File: config.mk
export PLATFORM = sky130hd
export DESIGN_NAME = log_average_luminance
export DESIGN_NICKNAME = d
export VERILOG_FILES = /design/src/sv/lal_pkg.sv /design/src/sv/lal_fifo.sv /design/src/sv/lal_front.sv /design/src/sv/lal_log2.sv /design/src/sv/lal_back.sv /design/src/sv/log_average_luminance.sv
export SDC_FILE = /design/constraint.sdc
export NUM_CORES = 2
export LEC_CHECK = 0
export BUFFER_PORTS_ARGS = -buffer_cell sky130_fd_sc_hd__buf_4
export CORE_MARGIN = 2
export CORE_UTILIZATION = 37
export DETAILED_ROUTE_END_ITERATION = 8
export PLACE_DENSITY = 0.5
export SLEW_MARGIN = 40
export SYNTH_ARGS = -nofsm -noshare
export SYNTH_HDL_FRONTEND = slang
export SYNTH_SLANG_ARGS = --single-unit
export TNS_END_PERCENT = 20
File: constraint.sdc
create_clock -name clk -period 24.2 [get_ports clk]
set_input_delay 4.84 -clock clk [delete_from_list [all_inputs] [get_ports clk]]
set_output_delay 4.84 -clock clk [all_outputs]
set_load 0.05 [all_outputs]
File: src/sv/lal_pkg.sv
// ----------------------------------------------------------------------------
// lal_pkg: shared types and constants for the log-average luminance block
// Holds the luminance weights, the epsilon and the item carried between the
// front and back parts.
// ----------------------------------------------------------------------------
package lal_pkg;
	localparam int unsigned DIM_W  = 12;
	localparam int unsigned CNT_W  = 24;
	localparam int unsigned SUM_W  = 48;
	localparam int unsigned CHAN_W = 16;

	localparam logic [15:0] COEF_R  = 16'd13933;
	localparam logic [15:0] COEF_G  = 16'd46871;
	localparam logic [15:0] COEF_B  = 16'd4732;
	localparam logic [31:0] LUM_EPS = 32'd168;

	localparam logic [4:0] POINT_LUM = 5'd24;
	localparam logic [4:0] POINT_OUT = 5'd8;

	localparam logic REG_WIDTH  = 1'b0;
	localparam logic REG_HEIGHT = 1'b1;

	typedef struct packed {
		logic [CHAN_W-1:0] red;
		logic [CHAN_W-1:0] green;
		logic [CHAN_W-1:0] blue;
		logic              last;
		logic [CNT_W-1:0]  total;
	} pix_t;
endpackage

File: src/sv/lal_fifo.sv
// ----------------------------------------------------------------------------
// lal_fifo: small register queue
// A first-in first-out buffer with the oldest entry shown on rdata.
// ----------------------------------------------------------------------------
module lal_fifo #(
	parameter int unsigned W     = 16,
	parameter int unsigned DEPTH = 4
) (
	input  logic         clk,
	input  logic         arst_n,
	input  logic         wr,
	input  logic [W-1:0] wdata,
	input  logic         rd,
	output logic [W-1:0] rdata,
	output logic         full,
	output logic         empty
);
	localparam int unsigned AW = (DEPTH > 1) ? $clog2(DEPTH) : 1;

	logic [W-1:0]    mem_q [DEPTH];
	logic [AW-1:0]   wptr_q, rptr_q;
	logic [AW:0]     cnt_q;
	logic            do_wr, do_rd;

	assign full  = (cnt_q == (AW+1)'(DEPTH));
	assign empty = (cnt_q == '0);
	assign do_wr = wr && !full;
	assign do_rd = rd && !empty;
	assign rdata = mem_q[rptr_q];

	always_ff @(posedge clk) begin
		if (do_wr) begin
			mem_q[wptr_q] <= wdata;
		end
	end

	always_ff @(posedge clk or negedge arst_n) begin
		if (!arst_n) begin
			wptr_q <= '0;
			rptr_q <= '0;
			cnt_q  <= '0;
		end else begin
			if (do_wr) begin
				wptr_q <= (wptr_q == AW'(DEPTH-1)) ? '0 : wptr_q + 1'b1;
			end
			if (do_rd) begin
				rptr_q <= (rptr_q == AW'(DEPTH-1)) ? '0 : rptr_q + 1'b1;
			end
			cnt_q <= cnt_q + (AW+1)'(do_wr) - (AW+1)'(do_rd);
		end
	end
endmodule

File: src/sv/lal_front.sv
// ----------------------------------------------------------------------------
// lal_front: frame counter and configuration registers
// Counts pixels against the frame size and tags the last pixel of a frame.
// ----------------------------------------------------------------------------
module lal_front #(
	parameter int unsigned MAX_DIM = 2048
) (
	input  logic                        clk,
	input  logic                        arst_n,
	input  logic                        cfg_write,
	input  logic                        cfg_index,
	input  logic [lal_pkg::DIM_W-1:0]   cfg_data,
	input  logic                        accept,
	input  logic [lal_pkg::CHAN_W-1:0]  red,
	input  logic [lal_pkg::CHAN_W-1:0]  green,
	input  logic [lal_pkg::CHAN_W-1:0]  blue,
	output lal_pkg::pix_t               item
);
	import lal_pkg::*;

	logic [DIM_W-1:0] width_q, height_q;
	logic [CNT_W-1:0] seen_q, seen_nxt, total;
	logic [DIM_W-1:0] w_c, h_c;

	function automatic logic [DIM_W-1:0] clamp(input logic [DIM_W-1:0] d);
		if (d == '0) begin
			return DIM_W'(1);
		end else if (CNT_W'(d) > CNT_W'(MAX_DIM)) begin
			return DIM_W'(MAX_DIM);
		end
		return d;
	endfunction

	assign w_c      = clamp(width_q);
	assign h_c      = clamp(height_q);
	assign total    = CNT_W'(w_c) * CNT_W'(h_c);
	assign seen_nxt = seen_q + 1'b1;

	assign item.red   = red;
	assign item.green = green;
	assign item.blue  = blue;
	assign item.last  = (seen_nxt >= total);
	assign item.total = total;

	always_ff @(posedge clk or negedge arst_n) begin
		if (!arst_n) begin
			width_q  <= DIM_W'(1024);
			height_q <= DIM_W'(1024);
			seen_q   <= '0;
		end else begin
			if (cfg_write && cfg_index == REG_WIDTH) begin
				width_q <= cfg_data;
			end
			if (cfg_write && cfg_index == REG_HEIGHT) begin
				height_q <= cfg_data;
			end
			if (accept) begin
				seen_q <= item.last ? '0 : seen_nxt;
			end
		end
	end
endmodule

File: src/sv/lal_log2.sv
// ----------------------------------------------------------------------------
// lal_log2: iterative fixed-point base-2 logarithm
// Normalises the input, then finds one fraction bit per cycle by squaring.
// ----------------------------------------------------------------------------
module lal_log2 #(
	parameter int unsigned LOG_FRAC_BITS = 16
) (
	input  logic                      clk,
	input  logic                      arst_n,
	input  logic                      start,
	input  logic [31:0]               x,
	input  logic [4:0]                point,
	output logic                      done,
	output logic [lal_pkg::SUM_W-1:0] result
);
	import lal_pkg::*;

	localparam int unsigned IW = $clog2(LOG_FRAC_BITS + 1);

	typedef enum logic [2:0] {
		L_IDLE = 3'b001,
		L_NORM = 3'b010,
		L_SQR  = 3'b100
	} lstate_t;

	lstate_t                  st_q;
	logic [31:0]              x_q;
	logic [4:0]               point_q;
	logic [4:0]               p_q, p_c;
	logic [30:0]              m_q, m_c;
	logic [LOG_FRAC_BITS-1:0] frac_q;
	logic [IW-1:0]            it_q;
	logic [61:0]              sq;
	logic [31:0]              m2;
	logic signed [6:0]        ipart;
	logic [62:0]              wide;

	always_comb begin
		p_c = '0;
		for (int i = 0; i < 32; i++) begin
			if (x_q[i]) begin
				p_c = 5'(i);
			end
		end
	end

	assign wide  = {x_q, 31'b0} >> ({1'b0, p_c} + 6'd1);
	assign m_c   = wide[30:0];
	assign sq    = {31'b0, m_q} * {31'b0, m_q};
	assign m2    = sq[61:30];
	assign ipart = $signed({2'b0, p_q}) - $signed({2'b0, point_q});
	assign result = (SUM_W'(ipart) << LOG_FRAC_BITS) + SUM_W'(frac_q);
	assign done  = (st_q == L_SQR) && (it_q == IW'(LOG_FRAC_BITS));

	always_ff @(posedge clk) begin
		case (st_q)
			L_IDLE: begin
				x_q     <= x;
				point_q <= point;
			end
			L_NORM: begin
				p_q    <= p_c;
				m_q    <= m_c;
				frac_q <= '0;
			end
			L_SQR: begin
				if (it_q != IW'(LOG_FRAC_BITS)) begin
					m_q    <= m2[31] ? m2[31:1] : m2[30:0];
					frac_q <= {frac_q[LOG_FRAC_BITS-2:0], m2[31]};
				end
			end
			default: begin
			end
		endcase
	end

	always_ff @(posedge clk or negedge arst_n) begin
		if (!arst_n) begin
			st_q <= L_IDLE;
			it_q <= '0;
		end else begin
			case (st_q)
				L_IDLE: begin
					if (start) begin
						st_q <= L_NORM;
					end
				end
				L_NORM: begin
					st_q <= L_SQR;
					it_q <= '0;
				end
				L_SQR: begin
					if (it_q == IW'(LOG_FRAC_BITS)) begin
						st_q <= L_IDLE;
					end else begin
						it_q <= it_q + 1'b1;
					end
				end
				default: st_q <= L_IDLE;
			endcase
		end
	end
endmodule

File: src/sv/lal_back.sv
// ----------------------------------------------------------------------------
// lal_back: luminance, log accumulation and end-of-frame average
// Works one queued pixel at a time; on the last pixel of a frame it divides
// the log sum by the pixel count and searches the matching Q8.8 value.
// ----------------------------------------------------------------------------
module lal_back #(
	parameter int unsigned LOG_FRAC_BITS = 16
) (
	input  logic                       clk,
	input  logic                       arst_n,
	input  logic                       q_empty,
	input  lal_pkg::pix_t              q_item,
	output logic                       q_pop,
	input  logic                       res_full,
	output logic                       res_push,
	output logic [lal_pkg::CHAN_W-1:0] res_data
);
	import lal_pkg::*;

	localparam int unsigned DW = SUM_W + 1;
	localparam int unsigned MW = SUM_W + 2;

	typedef enum logic [9:0] {
		B_IDLE   = 10'b0000000001,
		B_MUL    = 10'b0000000010,
		B_SUM    = 10'b0000000100,
		B_LSTART = 10'b0000001000,
		B_LWAIT  = 10'b0000010000,
		B_DINIT  = 10'b0000100000,
		B_DIV    = 10'b0001000000,
		B_ESTART = 10'b0010000000,
		B_EWAIT  = 10'b0100000000,
		B_PUSH   = 10'b1000000000
	} bstate_t;

	bstate_t          st_q;
	pix_t             pix_q;
	logic [31:0]      pr_q, pg_q, pb_q, lum_q;
	logic [SUM_W-1:0] sum_q;
	logic             neg_q;
	logic [DW-1:0]    dvd_q;
	logic [CNT_W:0]   rem_q;
	logic [CNT_W:0]   rem_sh;
	logic [5:0]       dcnt_q;
	logic signed [MW-1:0] mean_q;
	logic [15:0]      y_q, cand;
	logic [3:0]       bit_q;
	logic             log_start, log_done;
	logic [31:0]      log_x;
	logic [4:0]       log_point;
	logic [SUM_W-1:0] log_res;
	logic [SUM_W-1:0] mag;

	lal_log2 #(.LOG_FRAC_BITS(LOG_FRAC_BITS)) u_log (
		.clk    (clk),
		.arst_n (arst_n),
		.start  (log_start),
		.x      (log_x),
		.point  (log_point),
		.done   (log_done),
		.result (log_res)
	);

	assign cand      = y_q | (16'd1 << bit_q);
	assign log_start = (st_q == B_LSTART) || (st_q == B_ESTART);
	assign log_x     = (st_q == B_LSTART) ? lum_q : {16'b0, cand};
	assign log_point = (st_q == B_LSTART) ? POINT_LUM : POINT_OUT;
	assign q_pop     = (st_q == B_IDLE) && !q_empty;
	assign res_push  = (st_q == B_PUSH) && !res_full;
	assign res_data  = y_q;
	assign mag       = sum_q[SUM_W-1] ? (~sum_q + 1'b1) : sum_q;
	assign rem_sh    = {rem_q[CNT_W-1:0], dvd_q[DW-1]};

	always_ff @(posedge clk) begin
		case (st_q)
			B_IDLE: pix_q <= q_item;
			B_MUL: begin
				pr_q <= {16'b0, pix_q.red}   * {16'b0, COEF_R};
				pg_q <= {16'b0, pix_q.green} * {16'b0, COEF_G};
				pb_q <= {16'b0, pix_q.blue}  * {16'b0, COEF_B};
			end
			B_SUM: lum_q <= pr_q + pg_q + pb_q + LUM_EPS;
			B_DINIT: begin
				// Floor division of a negative sum: divide |s| + c - 1.
				neg_q  <= sum_q[SUM_W-1];
				dvd_q  <= sum_q[SUM_W-1]
					? DW'(mag) + DW'(pix_q.total) - DW'(1) : DW'(mag);
				rem_q  <= '0;
				dcnt_q <= 6'(DW);
			end
			B_DIV: begin
				if (dcnt_q != '0) begin
					if (rem_sh >= (CNT_W+1)'(pix_q.total)) begin
						rem_q <= rem_sh - (CNT_W+1)'(pix_q.total);
						dvd_q <= {dvd_q[DW-2:0], 1'b1};
					end else begin
						rem_q <= rem_sh;
						dvd_q <= {dvd_q[DW-2:0], 1'b0};
					end
					dcnt_q <= dcnt_q - 1'b1;
				end else begin
					mean_q <= neg_q ? -$signed(MW'(dvd_q)) : $signed(MW'(dvd_q));
					y_q    <= '0;
					bit_q  <= 4'd15;
				end
			end
			B_EWAIT: begin
				if (log_done) begin
					if ($signed(MW'($signed(log_res))) <= mean_q) begin
						y_q <= cand;
					end
					bit_q <= bit_q - 1'b1;
				end
			end
			default: begin
			end
		endcase
	end

	always_ff @(posedge clk or negedge arst_n) begin
		if (!arst_n) begin
			st_q  <= B_IDLE;
			sum_q <= '0;
		end else begin
			case (st_q)
				B_IDLE:   if (!q_empty) st_q <= B_MUL;
				B_MUL:    st_q <= B_SUM;
				B_SUM:    st_q <= B_LSTART;
				B_LSTART: st_q <= B_LWAIT;
				B_LWAIT: begin
					if (log_done) begin
						sum_q <= sum_q + log_res;
						st_q  <= pix_q.last ? B_DINIT : B_IDLE;
					end
				end
				B_DINIT: begin
					sum_q <= '0;
					st_q  <= B_DIV;
				end
				B_DIV:    if (dcnt_q == '0) st_q <= B_ESTART;
				B_ESTART: st_q <= B_EWAIT;
				B_EWAIT: begin
					if (log_done) begin
						st_q <= (bit_q == '0) ? B_PUSH : B_ESTART;
					end
				end
				B_PUSH:   if (!res_full) st_q <= B_IDLE;
				default:  st_q <= B_IDLE;
			endcase
		end
	end
endmodule

File: src/sv/log_average_luminance.sv
// The back part takes each pixel through pop, the luminance multiply and sum,
// the log2 start and the iterative log2; a frame's last pixel adds a
// bit-serial divide and sixteen log2 passes of the output search.
// It takes no new pixel until it is through with the last, as it has one shared
// iterative log2 unit; the four-entry pixel queue absorbs short bursts.
// Reset (arst_n low) clears the sum, counters and queues; sizes return to 1024.
// ----------------------------------------------------------------------------
// log_average_luminance: tone-mapping key from an HDR pixel stream
// Accumulates log2 of Rec.709 luminance per pixel and gives the geometric
// mean of the frame in Q8.8 once per frame.
// ----------------------------------------------------------------------------
module log_average_luminance #(
	parameter int unsigned MAX_DIM       = 2048,
	parameter int unsigned LOG_FRAC_BITS = 16
) (
	input  logic                        clk,
	input  logic                        arst_n,
	input  logic                        cfg_write,
	input  logic                        cfg_index,
	input  logic [lal_pkg::DIM_W-1:0]   cfg_data,
	input  logic                        push,
	output logic                        full,
	input  logic [lal_pkg::CHAN_W-1:0]  red,
	input  logic [lal_pkg::CHAN_W-1:0]  green,
	input  logic [lal_pkg::CHAN_W-1:0]  blue,
	output logic                        empty,
	input  logic                        pop,
	output logic [lal_pkg::CHAN_W-1:0]  average_luminance
);
	import lal_pkg::*;

	// The front part tags each pixel with its frame's end and pixel count,
	// the queue decouples it from the slow back part.
	pix_t              f_item, q_item;
	logic              accept, q_empty, q_pop;
	logic              res_full, res_push;
	logic [CHAN_W-1:0] res_data;

	assign accept = push && !full;

	lal_front #(.MAX_DIM(MAX_DIM)) u_front (
		.clk       (clk),
		.arst_n    (arst_n),
		.cfg_write (cfg_write),
		.cfg_index (cfg_index),
		.cfg_data  (cfg_data),
		.accept    (accept),
		.red       (red),
		.green     (green),
		.blue      (blue),
		.item      (f_item)
	);

	lal_fifo #(.W($bits(pix_t)), .DEPTH(4)) u_pix_q (
		.clk    (clk),
		.arst_n (arst_n),
		.wr     (accept),
		.wdata  (f_item),
		.rd     (q_pop),
		.rdata  (q_item),
		.full   (full),
		.empty  (q_empty)
	);

	lal_back #(.LOG_FRAC_BITS(LOG_FRAC_BITS)) u_back (
		.clk      (clk),
		.arst_n   (arst_n),
		.q_empty  (q_empty),
		.q_item   (q_item),
		.q_pop    (q_pop),
		.res_full (res_full),
		.res_push (res_push),
		.res_data (res_data)
	);

	// Finished averages wait here so the back part can move on.
	lal_fifo #(.W(CHAN_W), .DEPTH(2)) u_res_q (
		.clk    (clk),
		.arst_n (arst_n),
		.wr     (res_push),
		.wdata  (res_data),
		.rd     (pop),
		.rdata  (average_luminance),
		.full   (res_full),
		.empty  (empty)
	);
endmodule

Word-level counts from Yosys, hierarchy flattened
Memories as Yosys holds them, arrays and structs flattened. A register that Yosys moved wholly into a read port is not among the register bits.
Cells that the tools add are included.
{ "totals": {"register_bits": 485, "output_inout_bits": 18, "ram_bits": 324, "word_cells": 229, "mem_count": 2} }
{ "op_classes": {"shift": 2, "add_sub_neg": 24, "n_reduce_logical": 35, "eq_ne": 31, "bitwise": 4, "mul": 5, "order_cmp": 5, "mux": 90} }
{ "mem_list": {"columns": ["memory", "words", "word_bits", "read_ports", "rd_clocked_by_memory_dff", "wr", "line_no", "source"], "rows": [
  ["u_pix_q.mem_q", 4, 73, 1, 1, 1, "lal_fifo.sv:20", "logic [W-1:0] mem_q [DEPTH];"],
  ["u_res_q.mem_q", 2, 16, 1, 0, 1, "lal_fifo.sv:20", null]
]} }
{ "op_table": {"columns": ["cell", "n"], "rows": [
  ["5-bit two-way mux", 30],
  ["49-bit two-way mux", 3],
  ["10-bit case mux with 10 select lines", 1],
  ["49-bit case mux with 2 select lines", 1],
  ["48-bit two-way mux", 2],
  ["48-bit case mux with 2 select lines", 1],
  ["16-bit two-way mux", 5],
  ["12-bit two-way mux", 6],
  ["24-bit two-way mux", 3],
  ["16-bit case mux with 2 select lines", 2],
  ["63-bit by 6-bit >> shifter with 31-bit output", 1],
  ["31-bit by 31-bit multiplier with 62-bit output", 1],
  ["31-bit two-way mux", 2],
  ["31-bit case mux with 2 select lines", 1],
  ["10-bit two-way mux", 6],
  ["23-bit by 50-bit <= comparator with 1-bit output", 1],
  ["49-bit negator with 50-bit output", 1],
  ["48-bit by 24-bit adder with 49-bit output", 1],
  ["49-bit by 1-bit subtractor with 49-bit output (second input constant)", 1],
  ["48-bit by 1-bit adder with 48-bit output (second input constant)", 1],
  ["48-bit adder", 1],
  ["48-bit inverter", 1],
  ["24-bit case mux with 2 select lines", 1],
  ["30-bit by 32-bit adder with 32-bit output", 1],
  ["other kinds (67)", 122]
]} }

Longest topological paths before layout
{ "logic_depth": {"depth_word": 34, "mapped_depth": 38} }

Cells and area by module
Synthesis repeated with hierarchy kept, for this count alone.
{ "hier_totals": {"cells_unflattened": 8901, "area_unflattened_um2": 93258.2} }
{ "modules_own_cells": {"columns": ["mod", "n_inst", "cells_each", "area_each_um2"], "rows": [
  ["lal_back", 1, 4054, 39975.8],
  ["lal_log2", 1, 3410, 32561.2],
  ["lal_fifo (u_pix_q)", 1, 425, 11010.6],
  ["lal_front", 1, 943, 8290.5],
  ["lal_fifo (u_res_q)", 1, 68, 1406.3],
  ["log_average_luminance", 1, 1, 13.8]
]} }

Worst setup path before layout
No wires, ideal clock.
{ "synth_path": {"path_kind": "register to register", "startpoint": "reg u_back.st_q[9]", "endpoint": "reg u_back.dcnt_q[0] (enable)", "arrival_time_ns": 9.282, "setup_slack_ns": 13.749, "n_path_buf": 1, "stages_incl_launch_ff": 6, "t_required_ns": 23.031, "period_less_slack_ns": 10.451, "setup_time_ns": 1.169, "cell_sequence": "dfrtp_1 nor4_1 nand4_1 clkbuf_1 nor3_1 a21oi_1"} }
{ "synth_via": {"elab_chain_cells": 3, "word_cells_on_any_way": 5} }
{ "synth_lines": {"columns": ["item", "line_no", "source"], "rows": [
  ["from (decl)", "lal_back.sv:36", "bstate_t st_q;"],
  ["from (signal assigned)", "lal_back.sv:133", "st_q <= pix_q.last ? B_DINIT : B_IDLE;"],
  ["from (signal assigned)", "lal_back.sv:144", "st_q <= (bit_q == '0) ? B_PUSH : B_ESTART;"],
  ["10-bit by 7-bit == test with 1-bit output / 10-bit by 6-bit == test with 1-bit output (equally long branches)", "lal_back.sv:75", "case (st_q)"],
  ["2-bit by 1-bit != test with 1-bit output (no line) / 2-bit nonzero test (equally long branches)", null, null],
  ["2-bit AND reduction (no line) *", null, null],
  ["to (signal assigned)", "lal_back.sv:89", "dcnt_q <= 6'(DW);"],
  ["to (signal assigned)", "lal_back.sv:100", "dcnt_q <= dcnt_q - 1'b1;"],
  ["to (decl)", "lal_back.sv:44", "logic [5:0] dcnt_q;"]
]} }
Mark *: on every way between the ends. The rest lies on a longest branch, timed or not.
A chain may end at the register's enable or synchronous reset.

Final worst setup path
{ "layout_path": {"startpoint": "reg u_back.u_log.m_q[6]", "endpoint": "reg u_back.u_log.m_q[17] (data pin)"} }
{ "layout_via": {"elab_chain_cells": 4} }
{ "layout_lines": {"columns": ["item", "line_no", "source"], "rows": [
  ["from (decl)", "lal_log2.sv:30", "logic [30:0] m_q, m_c;"],
  ["from (signal assigned)", "lal_log2.sv:63", "m_q <= m_c;"],
  ["from (signal assigned)", "lal_log2.sv:68", "m_q <= m2[31] ? m2[31:1] : m2[30:0];"],
  ["31-bit by 31-bit multiplier with 62-bit output", "lal_log2.sv:49", "assign sq = {31'b0, m_q} * {31'b0, m_q};"],
  ["31-bit two-way mux", "lal_log2.sv:68", null],
  ["31-bit two-way mux", "lal_log2.sv:67", "if (it_q != IW'(LOG_FRAC_BITS)) begin"],
  ["31-bit case mux with 2 select lines", "lal_log2.sv:56", "case (st_q)"]
]} }
No other way between the ends. The select of a mux whose other input is x is not followed.

==> flow_summary_export.csv <==
group,metric,value,unit
worst_setup_path,path_max_fanout,25,
logic_synthesis,synth_top_area_cell,"fa_1",
worst_setup_path,cp-end-kind,"flop",
worst_setup_path,arrival,11.03,ns
worst_setup_path,critPathKind,"reg -> reg",
worst_setup_path,cp-startpoint,"u_back.u_log.m_q[6]$_DFFE_PP_",
logic_synthesis,synth.net_count,10658,
global_routing,grt_overflow,0,
worst_hold_path,hold_path_class,"reg -> reg",
logic_synthesis,synthArstFlopShare,14.2,%
floorplan,num_io_pins,84,
place,post-place-ws,13.76,ns
global_routing,grt_pass1_wl,364000,µm
clock_network,cts_buffer_depth,3,
sta,worst_slew_pin_slew,0.898,ns
logic_synthesis,yosysSeqAreaShare,28.5,%
sta,worst_slack,13.64,ns
clock_network,cts_tree,"yes",
floorplan,start_util,37.2,%
detailed_routing,num_vias,59038,
status,status,"completed",
sta,slew_viol_final,0,
logic_synthesis,synth_top_cells_by_count,"1727 x inv_1, 1131 x fa_1, 946 x ha_1",
logic_synthesis,synth_ff_type,"edfxtp_1",
worst_setup_path,crit_top_cell,"fa_1",
worst_setup_path,required,24.67,ns
worst_setup_path,startpoint_type,"flop",
detailed_routing,vias_per_cell,4.98,
detailed_routing,drc,0,
detailed_routing,wl,226000,µm
detailed_routing,wl_per_cell,19.1,µm
sta,rsz0062_at_grt,"false",
floorplan,die_area,0.248,mm²
logic_synthesis,yosysMostFrequentCell,"inv_1",
detailed_routing,drt_first_pass_iters,6,
final_layout,nets,10697,
sta,fmax,94.7,MHz
detailed_routing,ant_nets,0,
floorplan,die_x,498,µm
global_routing,grt_start_max_net_pins,91,
logic_synthesis,avgSynthCellArea,10.6,µm²
worst_hold_path,hold_start,"u_back.res_data[7]$_SDFFCE_PN0P_",
sta,skew,0.0668,ns
global_routing,grt_pass1_vias,63525,
worst_setup_path,max_stage_delay,0.77,ns
clock_network,clock-sinks,878,
logic_synthesis,synthesis.area,0.0904,mm²
place,port_buffers,83,
clock_network,clk_pin_slew,0.07,ns
clock_network,post-cts-setup-buffers,0,
clock_network,cts_htree_levels,3,
final_layout,drive_above_1_share,6.53,%
global_routing,antenna_found_initial,5,
logic_synthesis,synth_edf_count,753,
worst_setup_path,r2r-start,"u_back.u_log.m_q[6]$_DFFE_PP_",
logic_synthesis,synth_top_area_share,25.0,%
sta,setup_viol,0,
floorplan,coreArea,0.243,mm²
sta,finalCritPeriodShare,43.6,%
logic_synthesis,netlist_top_cells_area,"fa_1 25%, edfxtp_1 25%, ha_1 13%, inv_1 7.2%, dfrtp_1 3.3%",
logic_synthesis,syn_inst,8515,
floorplan,row_count,181,
clock_network,hold_buffers,0,
detailed_routing,drt_iter0_drc,3224,
floorplan,die_y,498,µm
place,place.gp.congestion,0.888,
final_layout,syn_to_final_growth,8.99,%
logic_synthesis,yosys_warnings,0,
place,dp_hpwl,178000,µm
logic_synthesis,synthDistinctLibCells,92,
clock_network,cts_resized,0,
sta,hold_violations,0,
sta,slew-limit-headroom,40.1,%
global_routing,gr-usage-all-layers,18.7,%
sta,tns,0,ns
clock_network,insertion_delay,0.75,ns
sta,period_minus_slack,10.56,ns
logic_synthesis,yosys_register_bits,878,
worst_setup_path,slowest_stage,"xor2_2",
clock_network,cts_root_buffer,"clkbuf_16",
clock_network,numCtsBuffers,101,
job,cap_violations,0,
==> layout by cell type, fill, tap and decap left out, drive strengths merged, types with 27 or more instances in the layout <==
master and n:
a211oi 27, or4 40, nor4 35, xor2 139
nand2b 61, clkbuf 129, o21ai 247, dfrtp 121
fa 1131, nor2b 76, o31ai 43, mux4 73
nand3 87, and2 218, clkinv 36, and3 58
a21oi 349, xnor2 241, nand2 647, o21bai 34
edfxtp 753, o211ai 28, o21a 45, buf 171
or3 37, a31oi 43, mux2i 102, nor3 80
ha 946, a21o 138, mux2 56, inv 1744
nand4 35, nor2 401
==> path summary, 6_finish.rpt <==
check / to / slack [ns] / cells after the start
max reg2reg: u_back.u_log.m_q[17]$_DFFE_PP_ / 13.64 / 29
min: u_res_q.mem_q[0][7]$_DFFE_PP_ / 0.48 / 0
max in group asynchronous: u_pix_q.rptr_q[1]$_DFFE_PN0P_ / 18.97 / 2
min in group asynchronous: u_back.sum_q[33]$_DFFE_PN0P_ / 4.11 / 1
min reg2reg: u_res_q.mem_q[0][7]$_DFFE_PP_ / 0.48 / 0
max: u_back.u_log.m_q[17]$_DFFE_PP_ / 13.64 / 29
==> worst max-delay path, delay by kind of cell (launching register included) <==
kind,cells,cell delay (ns)
and+or+nand+nor,3,0.67
buffers and inverters,7,1.53
adders and majority gates,9,4.29
DFF,1,0.32
xor gates and xnor gates,1,0.77
AOI/OAI and AO/OA,9,2.70
==> layout make-up <==
class,count,area [µm²]
inverters,1737,6520
clock buffers,128,2720
clock inverters,62,762
repair buffers,172,1350
flip-flops and latches,878,25800
multi-input cells,5664,57400
diodes,1,2.50
fillers,23536,144000
well taps,3202,4010
==> through the flow <==
stage	util, %	area, µm²	hold slack [ns]	instances
2_1_floorplan	-	90400	0.423	8515
3_3_place_gp	39.0	94900	0.464	11648
3_5_place_dp	39.1	95000	0.470	11652
4_1_cts	40.5	98500	0.482	11842
5_1_grt	40.5	98500	0.504	11844
6_report	40.5	98500	0.483	11844
==> metal layers <==
metal | vias up | global-route usage, % | part of all wire [%]
met3 | 249 | 1.93 | 3.6
met2 | 976 | 32.0 | 49
met1 | 29676 | 25.1 | 45
met5 | - | 0 | 0.0057
met4 | 2 | 5.05 | 2.6
li1 | 28135 | - | -
==> registers in the layout (all words and copies together) (netlist names), 24 cells and up <==
signal	cells
u_res_q.mem_q	32
u_back.mean_q	50
u_back.lum_q	32
u_back.pix_q	73
u_back.pg_q	32
u_back.u_log.m_q	31
u_pix_q.mem_q	292
u_front.seen_q	24
u_back.pr_q	30
u_back.u_log.x_q	32
u_back.rem_q	24
u_back.sum_q	48
u_back.pb_q	27
u_back.dvd_q	49
==> kinds of logic after synthesis <==
kind of cell	share of synthesized area (%)
adders and majority gates	38.1
xor gates and xnor gates	3.68
buffers and inverters	8.21
and+or+nand+nor	9.84
muxes	3.65
AOI/OAI and AO/OA	8.02
DFF	28.5
Power is not shown: default switching activity piles up to over one toggle a cycle in this logic, so the estimate is an artifact.
